<file path="config.mk">
export PLATFORM = sky130hd
export DESIGN_NAME = ata_front_flat
export DESIGN_NICKNAME = d
export VERILOG_FILES = /design/src/design/atan2_rational_approx_assert.svh /design/src/design/ata_pkg.sv /design/src/design/ata_in_if.sv /design/src/design/ata_front.sv /design/src/flat_wrapper.sv
export SDC_FILE = /design/constraint.sdc
export NUM_CORES = 1
export LEC_CHECK = 0
export BUFFER_PORTS_ARGS = -buffer_cell sky130_fd_sc_hd__buf_2
export CAP_MARGIN = 0
export CORE_UTILIZATION = 41
export DETAILED_ROUTE_END_ITERATION = 7
export GPL_TIMING_DRIVEN = 0
export PLACE_DENSITY = 0.66
export SYNTH_ARGS = -nofsm -noshare
export SYNTH_HDL_FRONTEND = slang
export SYNTH_SLANG_ARGS = --single-unit
</file>
<file path="constraint.sdc">
create_clock -name vclk -period 7.8
set_input_delay 1.56 -clock vclk [all_inputs]
set_output_delay 1.56 -clock vclk [all_outputs]
set_load 0.01 [all_outputs]
</file>
<file path="src/design/atan2_rational_approx_assert.svh">
// Assertion macros shared by the arctangent unit.
`ifndef ATAN2_RATIONAL_APPROX_ASSERT_SVH
`define ATAN2_RATIONAL_APPROX_ASSERT_SVH

// The consequent must hold in the same cycle as the antecedent.
`define ATA_ASSERT_SAME(lbl, ante, cons, msg) \
	lbl: assert property (@(posedge clk) disable iff (!arst_n) (ante) |-> (cons)) \
		else $error(msg);

// The consequent must hold in the cycle after the antecedent.
`define ATA_ASSERT_NEXT(lbl, ante, cons, msg) \
	lbl: assert property (@(posedge clk) disable iff (!arst_n) (ante) |=> (cons)) \
		else $error(msg);

`endif

</file>
<file path="src/design/ata_pkg.sv">
// Shared types, constants and arithmetic helpers of the arctangent unit.
package ata_pkg;

	localparam int QF                  = 30;
	localparam int STEPS               = QF + 1;
	localparam int OPERAND_FRAC        = 16;
	localparam int DEF_OPERAND_WIDTH   = 32;
	localparam int DEF_ANGLE_FRAC_BITS = 28;
	localparam int ANGLE_W             = 32;
	localparam int QUEUE_DEPTH         = 4;

	localparam logic [63:0] PI_Q60 = 64'h3243F6A8885A308D;

	localparam logic [30:0] Q_ONE    = 31'h4000_0000;
	localparam logic [30:0] C_A0     = 31'd1073597943;
	localparam logic [30:0] C_A1_MAG = 31'd354656388;
	localparam logic [30:0] C_B1     = 31'd193424926;
	localparam logic [30:0] C_B2_MAG = 31'd13581975;

	typedef enum logic {
		CMD_ATAN2 = 1'b0,
		CMD_ATAN  = 1'b1
	} ata_cmd_t;

	typedef struct packed {
		logic zero;
		logic nx;
		logic ny;
		logic swap;
	} ata_flags_t;

	// Unsigned Q30 product rounded half up.
	function automatic logic [31:0] umulq(input logic [30:0] a, input logic [30:0] b);
		logic [61:0] p;
		p = 62'(a) * 62'(b) + (62'd1 << (QF - 1));
		return p[61:30];
	endfunction

endpackage

</file>
<file path="src/design/ata_in_if.sv">
// Input channel: command and two signed operands.
interface ata_in_if #(parameter int OW = ata_pkg::DEF_OPERAND_WIDTH);
	logic               valid;
	logic               ready;
	ata_pkg::ata_cmd_t  command;
	logic signed [OW-1:0] y_value;
	logic signed [OW-1:0] x_value;

	modport source(output valid, command, y_value, x_value, input ready);
	modport sink(input valid, command, y_value, x_value, output ready);
endinterface

</file>
<file path="src/design/ata_front.sv">
// Front end: takes operands, forms magnitudes and picks the octant branch.
module ata_front #(
	parameter int OW = ata_pkg::DEF_OPERAND_WIDTH,
	parameter int MW = ata_pkg::DEF_OPERAND_WIDTH
) (
	ata_in_if.sink                 in_ch,
	input  logic                   full,
	output logic                   push,
	output ata_pkg::ata_flags_t    flags,
	output logic [MW-1:0]          num,
	output logic [MW-1:0]          den
);
	import ata_pkg::*;

	logic [OW-1:0] yu;
	logic [OW-1:0] xu;
	logic [MW-1:0] my;
	logic [MW-1:0] mx;
	logic          ny;
	logic          nx;

	assign in_ch.ready = !full;
	assign push        = in_ch.valid && !full;

	always_comb begin
		yu = in_ch.y_value;
		xu = in_ch.x_value;
		ny = yu[OW-1];
		my = MW'(ny ? (~yu + OW'(1)) : yu);
		if (in_ch.command == CMD_ATAN) begin
			nx = 1'b0;
			mx = MW'(1) << OPERAND_FRAC;
		end else begin
			nx = xu[OW-1];
			mx = MW'(nx ? (~xu + OW'(1)) : xu);
		end
		flags.zero = (mx == '0) && (my == '0);
		flags.nx   = nx;
		flags.ny   = ny;
		// Equal magnitudes go to the steep branch, as does |y| above |x|.
		flags.swap = !(mx > my);
		num = flags.swap ? mx : my;
		den = flags.swap ? my : mx;
	end
endmodule

</file>
<file path="src/flat_wrapper.sv">
// flat-port wrapper written by rule: the top's interface ports become plain ports
module ata_front_flat import ata_pkg::*;
#(
	parameter int OW = ata_pkg::DEF_OPERAND_WIDTH,
	parameter int MW = ata_pkg::DEF_OPERAND_WIDTH
)
  (full, push, flags, num, den, in_ch_valid, in_ch_command, in_ch_y_value, in_ch_x_value, in_ch_ready);
  ata_in_if #(.OW(OW)) in_ch_i ();
  input  logic full;
  output logic push;
  output ata_pkg::ata_flags_t flags;
  output logic [MW-1:0] num;
  output logic [MW-1:0] den;
  input wire logic [$bits(in_ch_i.valid)-1:0] in_ch_valid;
  input wire logic [$bits(in_ch_i.command)-1:0] in_ch_command;
  input wire logic [$bits(in_ch_i.y_value)-1:0] in_ch_y_value;
  input wire logic [$bits(in_ch_i.x_value)-1:0] in_ch_x_value;
  output wire logic [$bits(in_ch_i.ready)-1:0] in_ch_ready;
  assign in_ch_i.valid = in_ch_valid;
  assign in_ch_i.command = in_ch_command;
  assign in_ch_i.y_value = in_ch_y_value;
  assign in_ch_i.x_value = in_ch_x_value;
  assign in_ch_ready = in_ch_i.ready;
  ata_front #(.OW(OW), .MW(MW)) u_core (.in_ch(in_ch_i), .full(full), .push(push), .flags(flags), .num(num), .den(den));
endmodule
</file>
## Word-level counts from Yosys, hierarchy flattened

Index checks and enable logic that the tools add are counted.

| storage, ports and cells | value |
|---|---|
| bits in registers | 0 |
| bits in latches | 0 |
| RAM bits | 0 |
| memory bits (read-only) | 0 |
| output and inout port bits | 70 |
| memories | 0 |

| cells by class | value |
|---|---|
| add/sub/neg operators | 2 |
| multiply operators | 0 |
| divide/modulo/power cells | 0 |
| magnitude comparators | 1 |
| eq/ne operators | 0 |
| shift-type cells | 0 |
| mux-type cells | 6 |
| bitwise logic cells | 2 |
| reduce and logical (&&, ||, !) cells | 6 |

Operators by type and width:

| cell | count |
|---|---|
| $mux W32 | 5 |
| $add A32 B1 Y32 const B | 2 |
| $logic_not A32 Y1 | 2 |
| $not A32 Y32 | 2 |
| $gt A32 B32 Y1 | 1 |
| $logic_and A1 B1 Y1 | 2 |
| $logic_not A1 Y1 | 2 |
| $mux W1 | 1 |

## Depth between registers and ports, before layout

| logic depth | value |
|---|---|
| depth after elaboration | 6 |
| mapped depth | 18 |

## Worst setup path after synthesis

Ideal clock, no wire load.

| timing | value |
|---|---|
| path type | input -> output |
| from | in in_ch_x_value[5] |
| to | out den[23] |
| arrival | 5.361 ns |
| data required time | 6.240 ns |
| slack | 0.879 ns |
| stages on the path | 14 |
| buffers on the path | 3 |
| cells stage by stage | clkbuf_1 -> nor4_4 -> nand3_1 -> or3_1 -> a211oi_1 -> inv_1 -> ha_1 -> nand4_1 -> nor4_1 -> o21ai_0 -> a21oi_1 -> buf_1 -> buf_1 -> mux2i_1 |

| between the ends | value |
|---|---|
| cells in the longest elaborated chain, start to end | 6 |

Ends and longest elaborated chain:

| element | line | source |
|---|---|---|
| start: declaration | flat_wrapper.sv:17 | `input wire logic [$bits(in_ch_i.x_value)-1:0] in_ch_x_value;` |
| $not A32 Y32 | ata_front.sv:35 | `mx = MW'(nx ? (~xu + OW'(1)) : xu);` |
| $add A32 B1 Y32 | ata_front.sv:35 |  |
| $mux W32 (*) | ata_front.sv:35 |  |
| $mux W32 (*) | ata_front.sv:30 | `if (in_ch.command == CMD_ATAN) begin` |
| $gt A32 B32 Y1 | ata_front.sv:41 | `flags.swap = !(mx > my);` |
| $mux W32 (*) | ata_front.sv:43 | `den = flags.swap ? my : mx;` |
| end: declaration | flat_wrapper.sv:13 | `output logic [MW-1:0] den;` |

Every way passes the cells marked *; elsewhere a longest branch is shown, timed or not.

## Worst setup path after layout

| timing | value |
|---|---|
| from | in in_ch_x_value[0] |
| to | out num[13] |

| between the ends | value |
|---|---|
| cells in the longest elaborated chain, start to end | 6 |

Ends and longest elaborated chain:

| element | line | source |
|---|---|---|
| $not A32 Y32 | ata_front.sv:35 |  |
| $add A32 B1 Y32 | ata_front.sv:35 |  |
| $mux W32 (*) | ata_front.sv:35 |  |
| $mux W32 (*) | ata_front.sv:30 |  |
| $gt A32 B32 Y1 | ata_front.sv:41 |  |
| $mux W32 (*) | ata_front.sv:42 | `num = flags.swap ? mx : my;` |
| end: declaration | flat_wrapper.sv:12 | `output logic [MW-1:0] num;` |

Marked as above.

==> summary.txt <==
Placement
  – Post-DP HPWL: 9850 um
  – Final Wtd Congestion: 0.924
  – Area after detailed placement: ~4200 um^2
  – Port bufs: about 140
  – Dpl ws: -551 ps
  – Placed cell count: ~700

Yosys
  – Cells after synthesis: around 460
  – Share of synthesized area occupied by flip-flops and latches: 0%
  – Post-synthesis cell type count: 56
  – Most area-hungry cell type in the Yosys netlist: sky130_fd_sc_hd__mux2i_1
  – Most instantiated library cell after synthesis: sky130_fd_sc_hd__mux2i_1
  – Synthesized area per cell: about 7.4 um^2
  – Post-Syn Nets: 563
  – Portion of synthesized cell area occupied by the leading cell type: 19.8%
  – Top post-synthesis cells by count: sky130_fd_sc_hd__mux2i_1, sky130_fd_sc_hd__xor2_1, sky130_fd_sc_hd__inv_1
  – Number of synthesis warnings: 0
  – Cell area after technology mapping: roughly 3400 um^2
  – Synth area leaders: sky130_fd_sc_hd__mux2i_1, sky130_fd_sc_hd__ha_1, sky130_fd_sc_hd__xor2_1, sky130_fd_sc_hd__inv_1, sky130_fd_sc_hd__a21o_1

Power and ir drop
  – Proportion of power drawn by flip-flops and latches: 0%
  – Power share of the combinational group: 100.0%
  – Total design power: 0.383 mW
  – Internal: between 0.15 and 0.2 mW
  – Sw Pwr: between 0.2 and 0.25 mW
  – Worst VDD drop: 0.0585 mV
  – Clock network fraction of design power: 0%
  – Leakage: approximately 2.2 nW
  – Switching Fraction: 57.9%
  – Total power per unit cell area: a little under 90 nW/um^2

Layout
  – Final design area excluding fillers: 4290 um^2
  – Layout fillers: between 800 and 900
  – Diodes inserted: 0
  – Clock buffers: 0
  – Number of flip-flops and latches: 0
  – Area of the multi-input gates: about 3200 um^2
  – Syn-to-layout area delta: 24.8%
  – Utilization after layout: 52.5%
  – Final-stage net count: 701
  – Number of non-filler instances in the completed layout: roughly 700
  – Ratio of cells with drive above 1 in the final layout: roughly a third
  – Sequential cell area: 0 um^2

Timing
  – RSZ-0062 raised after global routing: false
  – Max Transition Viols Final: 0
  – Worst setup slack after layout: 351 ps
  – Worst rel slew slack: about half
  – Highest attainable clock frequency: 134 MHz
  – Least-Margin Pin Slew: between 700 and 800 ps
  – Setup TNS: 0 ps
  – Number of failing hold endpoints at the final stage: 0
  – Post-route clock period utilization: between 90% and 100%
  – Final-layout worst hold slack: approximately 3400 ps
  – Count of final setup violators: 0
  – Minimum clock period after layout: about 7400 ps

Routing
  – Total number of vias: just over 4,000
  – Wire length per cell after detailed routing: approximately 17 um
  – Met3 wirelength from detailed routing: between 800 and 900 um
  – Sum of routed wire length over all layers: 11,700 um
  – Antenna Nets Post-Route: 0
  – Wire length on met2: roughly 5500 um
  – Pre-Repair DR Iteration Count: 4
  – Max Used Layer: met4
  – Iter 0 DRT Violations: slightly below 200
  – Per-cell via count in the routed design: 5.79
  – DRC: 0
  – Met1 Wirelength: just over 5000 um

Global route
  – Wire length of the first global-routing pass: around 18,000 um
  – GRT Overall Usage: between 20% and 30%
  – Total gr overflow: 0
  – Largest net degree at the start of global routing: 11
  – Number of global-route vias before repair: roughly 3,800
  – Initial antenna violation count: 0

Worst setup path
  – Worst setup path end: num[13]
  – First element of the critical path: in_ch_x_value[0]
  – Setup crit start kind: input pin
  – Worst setup EP type: output pin
  – Required time reported for the critical path endpoint: ~6200 ps
  – Data arrival time at the worst-slack endpoint: slightly below 6000 ps
  – Max FO, Critical Path: 10
  – Type of the worst setup path: input pin to output pin

Floorplan
  – I/O pins: approximately 140
  – Row cnt: 33
  – Die boundary width: roughly 94 um
  – Area of the die: around 8700 um^2
  – Starting density of the core: between 40% and 50%
  – Die extent in y: roughly 94 um
  – Core footprint: 8180 um^2

Worst hold path
  – Worst min-delay path class: input pin to output pin

Clock network
  – Count of hold buffers inserted by post-cts repair: 0

Outcome
  – Outcome: completed

Flow run
  – Max-cap check violation count: 0
==> logic make-up (layout without fill, tap and decap cells) <==
logic type / count (synthesis) / in the layout / share of synthesized area, %
compound gates: 89 / 89 / 17.8
buf+inv: 61 / 197 / 7.32
xor+xnor: 52 / 52 / 13.5
fa+ha+maj: 34 / 34 / 12.4
mux: 69 / 69 / 20.1
simple gates: 157 / 157 / 28.9
==> timing repair <==
item / in CTS / in global routing
setup endpoints to repair: 50 / 59
pin swaps: 0 / 1
buffers inserted: 0 / 1
resized for setup: 7 / 6
==> how the worst min path moves through the flow <==
stage,to,start,depth (start not counted)
floorplan,in_ch_ready,full,1
global placement,in_ch_ready,full,3
detailed placement,in_ch_ready,full,3
CTS,in_ch_ready,full,3
global route,push,full,3
finish,in_ch_ready,full,3
==> cell usage in the layout (no fill, tap or decap), drive strengths merged, types with 12 or more instances in the layout <==
cell     n
nor2    17
inv     40
a21o    16
o21ai   22
nand2   20
ha      34
o31ai   14
nor3    12
xor2    44
mux2i   68
or2     19
buf    146
nor4    13
o41ai   13
nand4   18
==> critical path, stage by stage <==
cell and delay, ps:
sky130_fd_sc_hd__buf_2 120, sky130_fd_sc_hd__inv_1 50, sky130_fd_sc_hd__ha_1 190, sky130_fd_sc_hd__nor4b_2 360
sky130_fd_sc_hd__nand4_1 350, sky130_fd_sc_hd__o31ai_1 420, sky130_fd_sc_hd__mux2i_2 370, sky130_fd_sc_hd__inv_1 90
sky130_fd_sc_hd__ha_1 300, sky130_fd_sc_hd__nand4_1 160, sky130_fd_sc_hd__nor4_2 380, sky130_fd_sc_hd__o21ai_0 140
sky130_fd_sc_hd__a21oi_1 190, sky130_fd_sc_hd__buf_2 290, sky130_fd_sc_hd__buf_2 390, sky130_fd_sc_hd__mux2i_1 320
sky130_fd_sc_hd__buf_2 180
==> final cells by class <==
| cell class | instances | area share [%] |
|---|---|---|
| multi-input combinational | 401 | 75.0 |
| inverter | 40 | 3.50 |
| buffer | 21 | 2.54 |
| tap | 105 | 3.06 |
| timing repair buffer | 136 | 15.9 |
==> power groups by stage <==
| stage | Clock, mW | Combinational [mW] | Sequential (mW) |
|---|---|---|---|
| after floorplan | 0 | 0.237 | 0 |
| final | 0 | 0.383 | 0 |
| after global routing | 0 | 0.418 | 0 |
| after CTS | 0 | 0.378 | 0 |
| after global placement | 0 | 0.369 | 0 |
| after detailed placement | 0 | 0.376 | 0 |
==> metal layers <==
layer  track usage, %  vias up
met3             1.14       10
met5                0        -
met2             46.6      177
li1                 -     1992
met4             3.59        0
met1             34.7     1893
Power figures use the tool's default switching activity.
