## src/design/atan2_rational_approx_assert.svh

```systemverilog
// Assertion macros shared by the arctangent unit.
`ifndef ATAN2_RATIONAL_APPROX_ASSERT_SVH
`define ATAN2_RATIONAL_APPROX_ASSERT_SVH

// The consequent must hold in the same cycle as the antecedent.
`define ATA_ASSERT_SAME(lbl, ante, cons, msg) \
	lbl: assert property (@(posedge clk) disable iff (!arst_n) (ante) |-> (cons)) \
		else $error(msg);

// The consequent must hold in the cycle after the antecedent.
`define ATA_ASSERT_NEXT(lbl, ante, cons, msg) \
	lbl: assert property (@(posedge clk) disable iff (!arst_n) (ante) |=> (cons)) \
		else $error(msg);

`endif

```

## src/design/ata_pkg.sv

```systemverilog
// Shared types, constants and arithmetic helpers of the arctangent unit.
package ata_pkg;

	localparam int QF                  = 30;
	localparam int STEPS               = QF + 1;
	localparam int OPERAND_FRAC        = 16;
	localparam int DEF_OPERAND_WIDTH   = 32;
	localparam int DEF_ANGLE_FRAC_BITS = 28;
	localparam int ANGLE_W             = 32;
	localparam int QUEUE_DEPTH         = 4;

	localparam logic [63:0] PI_Q60 = 64'h3243F6A8885A308D;

	localparam logic [30:0] Q_ONE    = 31'h4000_0000;
	localparam logic [30:0] C_A0     = 31'd1073597943;
	localparam logic [30:0] C_A1_MAG = 31'd354656388;
	localparam logic [30:0] C_B1     = 31'd193424926;
	localparam logic [30:0] C_B2_MAG = 31'd13581975;

	typedef enum logic {
		CMD_ATAN2 = 1'b0,
		CMD_ATAN  = 1'b1
	} ata_cmd_t;

	typedef struct packed {
		logic zero;
		logic nx;
		logic ny;
		logic swap;
	} ata_flags_t;

	// Unsigned Q30 product rounded half up.
	function automatic logic [31:0] umulq(input logic [30:0] a, input logic [30:0] b);
		logic [61:0] p;
		p = 62'(a) * 62'(b) + (62'd1 << (QF - 1));
		return p[61:30];
	endfunction

endpackage

```

## src/design/ata_queue.sv

```systemverilog
// Short FIFO between the front end and the arithmetic back end.
module ata_queue #(
	parameter int W     = 8,
	parameter int DEPTH = ata_pkg::QUEUE_DEPTH
) (
	input  logic         clk,
	input  logic         arst_n,
	input  logic         push,
	input  logic [W-1:0] din,
	output logic         full,
	input  logic         pop,
	output logic [W-1:0] dout,
	output logic         nonempty
);
	import ata_pkg::*;

	localparam int AW = $clog2(DEPTH);

	logic [W-1:0] mem_q [DEPTH];
	logic [AW-1:0] wr_q;
	logic [AW-1:0] rd_q;
	logic [AW:0]   count_q;

	assign full     = count_q == (AW+1)'(DEPTH);
	assign nonempty = count_q != '0;
	assign dout     = mem_q[rd_q];

	always_ff @(posedge clk or negedge arst_n) begin
		if (!arst_n) begin
			wr_q    <= '0;
			rd_q    <= '0;
			count_q <= '0;
		end else begin
			if (push) wr_q <= wr_q + AW'(1);
			if (pop)  rd_q <= rd_q + AW'(1);
			if (push && !pop)      count_q <= count_q + (AW+1)'(1);
			else if (pop && !push) count_q <= count_q - (AW+1)'(1);
		end
	end

	always_ff @(posedge clk) begin
		if (push) mem_q[wr_q] <= din;
	end

`include "atan2_rational_approx_assert.svh"
	`ATA_ASSERT_SAME(a_count_bound, 1'b1, count_q <= (AW+1)'(DEPTH), "queue count overflow")
	`ATA_ASSERT_NEXT(a_count_up, push && !pop, count_q == $past(count_q) + (AW+1)'(1), "queue count did not rise")
	`ATA_ASSERT_NEXT(a_count_down, pop && !push, count_q == $past(count_q) - (AW+1)'(1), "queue count did not fall")
endmodule

```

## config.mk

```make
export PLATFORM = sky130hd
export DESIGN_NAME = ata_queue
export DESIGN_NICKNAME = d
export VERILOG_FILES = /design/src/design/ata_pkg.sv /design/src/design/ata_queue.sv
export VERILOG_INCLUDE_DIRS = /design/src /design/src/design
export SDC_FILE = /design/constraint.sdc
export NUM_CORES = 1
export LEC_CHECK = 0
export ABC_AREA = 1
export BUFFER_PORTS_ARGS = -buffer_cell sky130_fd_sc_hd__buf_2
export CELL_PAD_IN_SITES_DETAIL_PLACEMENT = 1
export CELL_PAD_IN_SITES_GLOBAL_PLACEMENT = 1
export CORE_MARGIN = 8
export CORE_UTILIZATION = 40
export CTS_BUF_LIST = sky130_fd_sc_hd__clkbuf_4 sky130_fd_sc_hd__clkbuf_8
export DETAILED_ROUTE_END_ITERATION = 6
export PLACE_DENSITY_LB_ADDON = 0.1
export SYNTH_ARGS = -nofsm -noshare
export SYNTH_HDL_FRONTEND = slang
export SYNTH_SLANG_ARGS = --single-unit
export TNS_END_PERCENT = 5
```

## constraint.sdc

```tcl
create_clock -name clk -period 1.9 [get_ports clk]
set_input_delay 0.19 -clock clk [delete_from_list [all_inputs] [get_ports clk]]
set_output_delay 0.19 -clock clk [all_outputs]
set_load 0.005 [all_outputs]
```

## Yosys cells after proc, flatten, opt, wreduce, memory -nomap -nowiden

Memory sizes are Yosys's and may differ from the RTL's.
Index checks and enable logic that the tools add are counted.

| storage, ports and cells | value |
|---|---|
| input port bits | 12 |
| RAM bits | 32 |
| output and inout port bits | 10 |
| bits in registers | 7 |
| bits in latches | 0 |
| logic and storage cells | 19 |
| memory bits (read-only) | 0 |
| memories | 1 |

| cells by class | value |
|---|---|
| mux-type cells | 4 |
| reductions and logical operators | 6 |
| shifts and indexed selects | 0 |
| eq/ne operators | 1 |
| $mul | 0 |
| bitwise logic cells | 0 |
| div/mod/pow operators | 0 |
| order comparisons | 0 |
| add/subtract/negate cells | 4 |

Memory list:

| memory | depth | width | read ports | clocked after Yosys merged registers in | wr ports | RTL line | RTL |
|---|---|---|---|---|---|---|---|
| mem_q | 4 | 8 | 1 | 0 | 1 | ata_queue.sv:19 | `logic [W-1:0] mem_q [DEPTH];` |

Operators with widths:

| cell | count |
|---|---|
| 2-to-1 mux 3 bit | 2 |
| adder 2 x 1 -> 2 bit (second input constant) | 2 |
| adder 3 x 1 -> 3 bit (second input constant) | 1 |
| equality test 3 bit (second input constant) | 1 |
| nonzero test 3 bit | 1 |
| subtractor 3 x 1 -> 3 bit (second input constant) | 1 |
| logical AND 1 bit | 2 |
| logical NOT 1 bit | 2 |
| 2-to-1 mux 1 bit | 2 |
| nonzero test 2 bit | 1 |

## Logic depth before layout (Yosys ltp)

Gate-level depths: netlist of run 1.

| logic depth | value |
|---|---|
| depth in word-level cells | 4 |
| gate-level depth with buffers | 9 |
| depth with buffers taken out | 9 |

## Least setup slack after synthesis of run 1

Ideal clock, no wire load.

| path | value |
|---|---|
| kind | register to register |
| start | register count_q[0] |
| end | register count_q[2] |
| data arrival time | 1074 ps |
| stages on the path, launching flop included | 6 |
| period minus slack after synthesis | 1191 ps |
| setup slack | 709 ps |
| required time | 1783 ps |
| cells stage by stage | dfrtp_1 -> fa_1 -> nand2_1 -> nand3_1 -> nand2_1 -> nand2_1 |

| between the ends | value |
|---|---|
| cells in the longest elaborated chain, start to end | 3 |
| elaborated cells between the ends (all ways) | 4 |
| those cells by class | add/sub (2); mux (2) |

Ends and longest elaborated chain:

| what | RTL line | RTL |
|---|---|---|
| from (decl) | ata_queue.sv:22 | `logic [AW:0] count_q;` |
| from (signal assigned) | ata_queue.sv:36 | `if (push && !pop) count_q <= count_q + (AW+1)'(1);` |
| from (signal assigned) | ata_queue.sv:37 | `else if (pop && !push) count_q <= count_q - (AW+1)'(1);` |
| subtractor 3 x 1 -> 3 bit | ata_queue.sv:37 |  |
| 2-to-1 mux 3 bit | ata_queue.sv:37 |  |
| 2-to-1 mux 3 bit * | ata_queue.sv:36 |  |

Every way passes the cells marked *; elsewhere a longest branch is shown, timed or not. The select of a mux whose other input is x is not followed.
A chain may end at the register's enable or synchronous reset.

## Worst setup path in the final report of run 1

| path | value |
|---|---|
| start | register rd_q[1] |
| end | output dout[4] |

| between the ends | value |
|---|---|
| cells in the longest elaborated chain, start to end | 1 |

Ends and longest elaborated chain:

| what | RTL line | RTL |
|---|---|---|
| from (decl) | ata_queue.sv:21 | `logic [AW-1:0] rd_q;` |
| from (signal assigned) | ata_queue.sv:35 | `if (pop) rd_q <= rd_q + AW'(1);` |
| memory read (4 x 8 bit) | -- |  |
| to (decl) | ata_queue.sv:12 | `output logic [W-1:0] dout,` |

Every way passes these cells.

==> qor.csv, run 1 <==
metric,value,unit
run status,completed,
Final nets,184,
total CTS buffers,5,
clock transition time at the flip-flop clock pins of the worst setup and hold paths,0.08,ns
Crit Path Class,reg2out,
clock skew after layout,0.00568,ns
library cell used as clock root buffer,clkbuf_8,
routed wirelength normalized by instance count,15.6,um
synthesized cell area,0.00171,mm^2
violation count after the first detailed-routing iteration,78,
antenna-violating nets left,0,
post-synthesis instance total,142,
Storage cell area,0.00114,mm^2
DR vias/cell,4.83,
post-detailed-placement cell area,0.00183,mm^2
Max-cap violations,0,
count of synthesis-stage warnings from yosys,0,
area used by multi-input combinational logic,410,um^2
maximum fanout along the worst path,9,
number of search-and-repair iterations in the first detailed-routing pass,4,
final-layout fill cell count,447,
final clock period utilization by the worst path,84.6,%
Die H,81.4,um
Fmax achieved,622,MHz
count of pins on the block boundary,22,
Tightest Hold Check Type,in2reg,
total count of max-transition violations in the final report,0,
worst vdd rail ir drop,0.000508,V
number of H-tree levels,2,
Final Wtd Congestion,0.660,
vias in the first global route,1197,
number of DRC violations after detailed routing,0,
first-pass GRT wire length,5.64,mm
number of diodes added for antenna fixing,0,
min Tclk post-route,1.61,ns
launching point of the worst reg2reg path,wr_q[1]$_DFFE_PN0P_,
power density over the cells,1430,mW/mm^2
worst reg-to-reg path cell count,4,
DIE WIDTH,81.4,um
area growth from synthesis to layout,12.8,%
Max-slew headroom,69.2,%
aggregate negative setup slack,0,ns
proportion of layout cells with a drive suffix above 1,19.2,%
total overflow reported by the global router,0,
Crit. End Element,output pin,
syn_nets,160,
post-route standard cell area excluding fillers,0.00193,mm^2
critical register-to-register path endpoint,mem_q[1][3]$_DFFE_PP_,
Post-Synthesis Mean Instance Area,12.0,um^2
initial antenna violation count,0,
sum of routed wire length over all layers,3.38,mm
launching element type of the critical path,register,
final count of hold timing violations,0,
sequential element share of the synthesized area,66.5,%
#FFs+latches synth,39,
insertion delay to the later sink of the worst-skew pair,0.29,ns
placeable core region,0.00406,mm^2
RSZ-0062 raised after global routing,no,
total number of vias,1049,
crit path DAT,1.42,ns
setup slack of the most critical reg-to-reg path,0.56,ns
worst slew pin tran,0.462,ns
effective utilization at floorplan,42.1,%
pin count of the biggest net entering global routing,35,
number of clock sinks seen by CTS,39,
Crit path required time,1.71,ns
full die area,0.00662,mm^2
Max clock buf depth,2,
timing startpoint of the critical path,rd_q[1]$_DFFE_PN0P_,
Port Buffers,21,
CP endpoint,dout[4],
TritonCTS clock tree,yes,
Finish-stage setup viols,0,
Post-CTS Setup Inserts,0,
count of standard-cell rows,23,
number of gates resized after cts,0,
distinct cell type count after synthesis,19,
Leakage,0.858,nW
half-perimeter wire length after placement,2.37,mm
total global-route track usage,11.5,%
[state kept, by name, summed over array words and instances (netlist names)]
name,flops
count_q,3
wr_q,2
rd_q,2
mem_q,32
[cell families (layout without fill, tap and decap cells)]
logic type	count (synthesis)	after routing	share of synthesized area, %
AND/OR/NAND/NOR	42	42	9.52
flip-flops	39	39	66.5
buffers and inverters	34	59	9.52
AO/OA/AOI/OAI	17	17	7.61
adder cells (fa/ha/maj)	6	6	4.83
XOR/XNOR	4	4	2.05
[per-layer routing]
layer	wire, um	vias to the layer above	track usage, %	part of all wire [%]
met5	0	-	0	0
met4	67	0	6.43	2.0
met3	170	7	3.42	5.0
met2	1670	21	18.6	50
met1	1470	507	13.4	43
li1	-	514	-	-
[worst max-delay path: stages, from the launching register on]
cell	delay (ns)
dfrtp_1	0.63
inv_4	0.14
o211ai_1	0.13
nand2_1	0.09
buf_2	0.13
[how the worst min path moves through the flow]
stage | start | to | slack, ns | cells after the start
after global routing | pop | rd_q[0]$_DFFE_PN0P_ | 0.10 | 2
after global placement | arst_n | wr_q[0]$_DFFE_PN0P_ | 0.03 | 1
after floorplan | arst_n | count_q[0]$_DFFE_PN0P_ | -0.11 | 0
after detailed placement | arst_n | wr_q[0]$_DFFE_PN0P_ | 0.05 | 1
final | pop | rd_q[0]$_DFFE_PN0P_ | 0.11 | 2
after CTS | din[5] | mem_q[1][5]$_DFFE_PP_ | 0.10 | 1
[power by group]
part           internal (W)  switching [W]  total, W
clock              0.000271       0.000293  0.000564
sequential          0.00114       0.000136   0.00128
combinational      0.000359       0.000556  0.000915
total               0.00177       0.000985   0.00276
[placed cells by master, fill, tap and decap left out, types with 3 or more instances in the layout]
cell type and n:
buf_2 21, clkbuf_8 5, dfrtp_1 7, edfxtp_1 32, ha_1 5, inv_1 27
nand2_1 38, o211ai_1 15, xor2_1 3
[final cells by class]
type | instances | share of cell area, %
repair buffers | 23 | 6.36
well taps | 50 | 3.24
clock buffers | 6 | 3.96
flip-flops and latches | 39 | 58.9
multi-input cells | 69 | 21.3
inverters | 28 | 5.58
clock inverters | 2 | 0.649
[stage by stage]
stage | hold slack, ns | power, W | setup slack (ns) | instances | utilization [%]
floorplan | -0.106 | 0.00195 | 0.709 | 142 | -
global placement | 0.0346 | 0.00219 | 0.547 | 208 | 45.1
CTS | 0.104 | 0.00281 | 0.259 | 217 | 47.5
global route | 0.103 | 0.00298 | 0.176 | 217 | 47.5
detailed placement | 0.0456 | 0.00224 | 0.489 | 208 | 45.1
finish | 0.110 | 0.00276 | 0.292 | 217 | 47.5
[cell usage after synthesis, drive strengths merged]
| cell | instances | area [um^2] |
|---|---|---|
| nand2 | 38 | 143 |
| edfxtp | 32 | 961 |
| inv | 28 | 108 |
| o211ai | 16 | 125 |
| dfrtp | 7 | 175 |
| buf | 5 | 50.0 |
| ha | 5 | 62.6 |
| xor2 | 3 | 26.3 |
| clkbuf | 1 | 5.00 |
| fa | 1 | 20.0 |
| nand3 | 1 | 5.00 |
| nand4 | 1 | 6.26 |
| nor2 | 1 | 3.75 |
| nor3 | 1 | 5.00 |
| o21ai | 1 | 5.00 |
| xnor2 | 1 | 8.76 |
[what timing repair did]
item | CTS | global route
hold buffers | 1 | 0
endpoints found under the hold margin | 7 | 0
endpoints found under the setup margin | 0 | 0
(Power assumes the default switching activity.)
==> inputs of run 2 (changes only) <==
--- a/config.mk
+++ b/config.mk
@@ -6,7 +6,7 @@
 export SDC_FILE = /design/constraint.sdc
 export NUM_CORES = 1
 export LEC_CHECK = 0
-export ABC_AREA = 1
+export ABC_AREA = 0
 export BUFFER_PORTS_ARGS = -buffer_cell sky130_fd_sc_hd__buf_2
 export CELL_PAD_IN_SITES_DETAIL_PLACEMENT = 1
 export CELL_PAD_IN_SITES_GLOBAL_PLACEMENT = 1
==> constraint.sdc (replaced) <==
create_clock -name clk -period 1.35 [get_ports clk]
set_input_delay 0.135 -clock clk [delete_from_list [all_inputs] [get_ports clk]]
set_output_delay 0.135 -clock clk [all_outputs]
set_load 0.005 [all_outputs]
==> run 2 against run 1 <==
The flow now finishes with violations (negative setup slack). Combinational power up 36%. Synthesized area decreased by 9.4%. Design area rose by 1.4%. Clock power rose by 63%. First-iteration DRC count fell by 55%. Non-clock buffer count increased by 11. Via count is 24% lower. Setup slack got worse by 0.54 ns. Sequential power is 41% higher. Power is 44% higher. Clock-buffer cell count is the same. Critical path type unchanged.
==> qor.csv, run 2 <==
metric,value,unit
run status,"finished, violations left",
failing checks,negative setup slack,
total CTS buffers,5,
largest register by flop count,mem_q,
Finish-stage setup viols,9,
HP Start,din[4],
post-synthesis instance total,76,
number of DRC violations after detailed routing,0,
Final nets,133,
first-pass GRT wire length,4.52,mm
clock skew after layout,0.00293,ns
clock transition time at the flip-flop clock pins of the worst setup and hold paths,0.07,ns
launching point of the worst reg2reg path,count_q[0]$_DFFE_PN0P_,
most frequent cells in the layout,"edfxtp_1, buf_2, mux4_2, buf_4, dfrtp_1",
worst slew pin tran,0.267,ns
violation count after the first detailed-routing iteration,35,
final count of hold timing violations,0,
number of search-and-repair iterations in the first detailed-routing pass,2,
DR vias/cell,4.91,
"most common cell after layout, fill and taps aside",edfxtp_1,
sequential element share of the synthesized area,73.3,%
chain of cells forming the critical path,buf_4 > mux4_2 > buf_2,
initial antenna violation count,0,
effective utilization at floorplan,42.0,%
count of standard-cell rows,22,
number of cells on the worst hold path,1,
leading post-synthesis cells by instance count,"edfxtp_1, mux4_2, dfrtp_1, ha_1",
DIE WIDTH,78.2,um
number of H-tree levels,2,
routed wirelength normalized by instance count,16.7,um
number of flops mapped to enable cells by yosys,32,
total overflow reported by the global router,0,
syn_nets,94,
half-perimeter wire length after placement,2.04,mm
Post-CTS Setup Inserts,0,
Leakage,0.751,nW
worst-case setup margin in the final layout,-0.248,ns
family with the most delay on the worst path,multiplexers,
cell count after placement,155,
Fmax achieved,626,MHz
most repeated cell in the gate-level netlist after synthesis,edfxtp_1,
critical register-to-register path endpoint,count_q[2]$_DFFE_PN0P_,
pin count of the biggest net entering global routing,12,
primary flip-flop cell chosen by synthesis mapping,edfxtp_1,
distinct cell type count after synthesis,17,
Port Buffers,21,
maximum fanout along the worst path,4,
library cell used as clock root buffer,clkbuf_8,
Area contributors post-synth,"edfxtp_1, mux4_2, dfrtp_1",
insertion delay to the later sink of the worst-skew pair,0.28,ns
total count of max-transition violations in the final report,0,
Tightest Hold Check Type,in2reg,
worst hold slack after final layout,0.0624,ns
number of clock sinks seen by CTS,39,
"Async S/R FF share, synth",17.9,%
post-synth top area share,62.0,%
Max-slew headroom,82.2,%
total global-route track usage,9.89,%
TritonCTS clock tree,yes,
worst reg-to-reg path cell count,4,
Final Wtd Congestion,0.691,
area growth from synthesis to layout,26.2,%
Crit. End Element,output pin,
min Tclk post-route,1.60,ns
Post-Synthesis Mean Instance Area,20.4,um^2
worst vdd rail ir drop,0.000813,V
Die H,78.2,um
Crit path required time,1.22,ns
crit path DAT,1.46,ns
proportion of layout cells with a drive suffix above 1,46.1,%
power density over the cells,2040,mW/mm^2
setup slack of the most critical reg-to-reg path,0.05,ns
biggest regs,"mem_q (32), count_q (3)",
vias in the first global route,931,
destination of the worst hold path,mem_q[1][4]$_DFFE_PP_,
final clock period utilization by the worst path,118,%
count of synthesis-stage warnings from yosys,0,
antenna-violating nets left,0,
Max clock buf depth,2,
#FFs+latches synth,39,
Crit Path Class,reg2out,
Final Non-Filler Cells,163,
final-layout fill cell count,364,
total buffers and inverters traversed by the critical path,2,
number of diodes added for antenna fixing,0,
critical path's slowest cell,mux4_2,
cell type with the highest aggregate area in the netlist,edfxtp_1,
number of flip-flops in the largest register,32,
count of pins on the block boundary,22,
Max-cap violations,0,
RSZ-0062 raised after global routing,yes,
sum of routed wire length over all layers,2.72,mm
full die area,0.00612,mm^2
launching element type of the critical path,register,
worst stage delay on the critical path,0.50,ns
post-route total power,0.00398,W
synthesized cell area,0.00155,mm^2
total number of vias,800,
placeable core region,0.00369,mm^2
==> run 2: cell count changes in the layout (fill, tap and decap cells not counted), moves of 4 or more <==
cell,delta
nand2_1,-36
o211ai_1,-15
mux4_2,+8
and2_1,+4
buf_4,+7
inv_1,-24
==> run 2: cell families after synthesis <==
logic type               Yosys count  synth area share [%]
XOR/XNOR                           6                  3.39
adder cells (fa/ha/maj)            6                  5.33
AND/OR/NAND/NOR                    9                  3.23
AO/OA/AOI/OAI                      1                 0.323
multiplexers                       9                  12.4
flip-flops                        39                  73.3
buffers and inverters              6                  2.02
==> run 2: per-layer routing <==
metal | share of wire (%) | global-route usage [%]
met5 | 0 | 0
met4 | 1.8 | 5.00
met3 | 4.9 | 4.10
met2 | 55 | 17.5
met1 | 38 | 9.72
==> run 2: worst max-delay path by stage <==
stage                                       from                endpoint  slack (ns)  cells past startpoint
final                        rd_q[0]$_DFFE_PN0P_                 dout[0]       -0.25                      3
after global routing         rd_q[0]$_DFFE_PN0P_                 dout[4]       -0.34                      3
after CTS                    rd_q[0]$_DFFE_PN0P_                 dout[1]       -0.28                      3
after detailed placement                     pop  count_q[2]$_DFFE_PN0P_       -0.04                      8
after global placement                       pop  count_q[2]$_DFFE_PN0P_        0.01                      8
after floorplan           count_q[0]$_DFFE_PN0P_  count_q[2]$_DFFE_PN0P_        0.04                      4
==> run 2: final cells by class <==
class	instances	area (um^2)	area share, %
repair buffers	34	246	12.6
multi-input cells	31	389	19.9
clock buffers	6	76.3	3.91
inverters	4	15.0	0.768
flip-flops and latches	39	1140	58.2
well taps	48	60.1	3.07
clock inverters	1	30.0	1.54
==> run 2: what timing repair did <==
item,CTS,global route
cloned,0,0
endpoints found under the hold margin,7,0
hold buffers,1,0
pin swaps,1,1
resized for setup,2,3
setup endpoints to repair,10,14
==> run 2: worst register-to-register path: stages (launching register included) <==
cell and delay [ns]:
dfrtp_1 0.41, fa_2 0.39, xor2_1 0.15, nor2_1 0.12, xor2_1 0.15
==> run 2: per-stage QoR <==
stage	area, um^2	setup WS [ns]	utilization (%)	setup TNS [ns]
final	1950	-0.248	53.0	-1.91
after global routing	1950	-0.338	53.0	-2.68
after CTS	1950	-0.277	52.8	-2.18
after detailed placement	1830	-0.0444	49.5	-0.0444
after global placement	1830	0.0142	49.5	0
after floorplan	1550	0.0383	-	0
==> run 2: report_power, final <==
part           internal, W  switching [W]  total (W)
clock network     0.000561       0.000360   0.000921
registers          0.00162       0.000198    0.00181
logic             0.000737       0.000505    0.00124
==> inputs of run 3 (changes only) <==
==> constraint.sdc (replaced) <==
create_clock -name clk -period 1.9 [get_ports clk]
set_input_delay 0.19 -clock clk [delete_from_list [all_inputs] [get_ports clk]]
set_output_delay 0.19 -clock clk [all_outputs]
set_load 0.005 [all_outputs]
==> run 3 against run 2 <==
The flow now finishes without violations. Clock power shrank 26%. Sequential cell count is the same. Clock skew grew 0.0069 ns. First-iteration DRC count grew 29%. Die area is the same. Combinational power shrank 42%. Cell count shrank 5.5%. Setup slack gained 0.39 ns. Worst hold slack gained 0.058 ns. Routed wire length shrank 3.3%. Largest cell class unchanged.
==> qor.csv, run 3 (synthesis results as in run 2) <==
metric,value,unit
effective utilization at floorplan,42.0,%
library cell used as clock root buffer,clkbuf_8,
chain of cells forming the critical path,buf_4 > mux4_2 > buf_2,
total overflow reported by the global router,0,
met1 Resource Use GR,11.5,%
number of clock sinks seen by CTS,39,
post-route standard cell area excluding fillers,0.00184,mm^2
vias in the first global route,863,
Tightest Hold Check Type,in2reg,
number of flip-flops in the largest register,32,
DR vias/cell,4.78,
half-perimeter wire length after placement,1.87,mm
area growth from synthesis to layout,18.6,%
number of DRC violations after detailed routing,0,
worst slew pin tran,0.459,ns
TritonCTS clock tree,yes,
number of H-tree levels,2,
global routing's busiest layer,met2,
proportion of layout cells with a drive suffix above 1,37.7,%
min Tclk post-route,1.76,ns
biggest regs,"mem_q (32), count_q (3)",
placeable core region,0.00369,mm^2
critical path's slowest cell,mux4_2,
Max clock buf depth,2,
pin count of the biggest net entering global routing,13,
power density over the cells,1470,mW/mm^2
Die H,78.2,um
worst vdd rail ir drop,0.000618,V
maximum fanout along the worst path,5,
DIE WIDTH,78.2,um
Storage cell area,0.00114,mm^2
full die area,0.00612,mm^2
final-layout fill cell count,369,
met2 layer usage reported by global route,14.5,%
most frequent cells in the layout,"edfxtp_1, buf_2, mux4_2",
setup slack of the most critical reg-to-reg path,0.47,ns
Crit. End Element,output pin,
post-route total power,0.00270,W
Max-slew headroom,69.4,%
total buffers and inverters traversed by the critical path,2,
routed wirelength normalized by instance count,17.1,um
antenna-violating nets left,0,
largest register by flop count,mem_q,
number of search-and-repair iterations in the first detailed-routing pass,4,
run status,completed,
number of gates resized after cts,0,
Port Buffers,21,
total number of vias,736,
family with the most delay on the worst path,multiplexers,
Finish-stage setup viols,0,
Final nets,123,
total global-route track usage,9.46,%
initial antenna violation count,0,
RSZ-0062 raised after global routing,no,
post-detailed-placement cell area,0.00171,mm^2
clock transition time at the flip-flop clock pins of the worst setup and hold paths,0.08,ns
final count of hold timing violations,0,
"most common cell after layout, fill and taps aside",edfxtp_1,
Crit Path Class,reg2out,
aggregate negative setup slack,0,ns
crit path DAT,1.57,ns
Final Wtd Congestion,0.689,
insertion delay to the later sink of the worst-skew pair,0.28,ns
total count of max-transition violations in the final report,0,
violation count after the first detailed-routing iteration,45,
met3 capacity usage during global routing,3.99,%
sum of routed wire length over all layers,2.63,mm
final clock period utilization by the worst path,92.7,%
Leakage,0.694,nW
clock skew after layout,0.00983,ns
first-pass GRT wire length,4.35,mm
Fmax achieved,568,MHz
launching element type of the critical path,register,
worst stage delay on the critical path,0.51,ns
Max-cap violations,0,
count of pins on the block boundary,22,
total CTS buffers,5,
count of standard-cell rows,22,
Crit path required time,1.71,ns
area used by multi-input combinational logic,382,um^2
number of diodes added for antenna fixing,0,
## run 3: cell types whose count changed in the layout (fill, tap and decap cells not counted), sizes merged
| cell | previous run | this run |
|---|---|---|
| buf | 33 | 23 |
| clkbuf | 6 | 7 |
## run 3: power by group
part	internal (W)	switching, W	total [W]
Combinational	0.000404	0.000316	0.000720
Clock	0.000421	0.000259	0.000680
Sequential	0.00115	0.000149	0.00130
Total	0.00197	0.000724	0.00270
## run 3: cell type report
class                   instances  share of cell area (%)
flip-flops and latches         39                    61.9
multi-input cells              31                    20.8
repair buffers                 24                    7.08
clock buffers                   7                    4.56
well taps                      48                    3.27
clock inverters                 1                    1.63
inverters                       4                   0.817
## run 3: worst paths after layout
| kind | start | end | cells past startpoint |
|---|---|---|---|
| setup / recovery | rd_q[0]$_DFFE_PN0P_ | dout[7] | 3 |
| hold / removal | din[5] | mem_q[0][5]$_DFFE_PP_ | 1 |
| setup reg to reg | wr_q[0]$_DFFE_PN0P_ | mem_q[0][0]$_DFFE_PP_ | 3 |
| hold reg to reg | count_q[2]$_DFFE_PN0P_ | count_q[2]$_DFFE_PN0P_ | 1 |
| max in group asynchronous | arst_n | rd_q[0]$_DFFE_PN0P_ | 2 |
| min in group asynchronous | arst_n | rd_q[1]$_DFFE_PN0P_ | 2 |
## run 3: layer usage
layer  wire length (um)  up-vias  part of all wire, %
met5                  0        -                    0
li1                   -      343                    -
met3                134        5                  5.1
met1               1220      371                   46
met2               1240       17                   47
met4                 40        0                  1.5
## run 3: metrics by stage
step,setup slack (ns),util [%],instances,hold WS [ns]
floorplan,0.588,-,76,-0.106
finish,0.138,49.8,154,0.120
global route,0.0589,49.8,154,0.111
CTS,0.115,49.8,154,0.115
global placement,0.416,46.4,145,0.0445
detailed placement,0.332,46.4,145,0.0421
## run 3: repair_timing
item,CTS,global route
hold endpoints to repair,7,0
hold buffers,1,0
buffers inserted,0,0
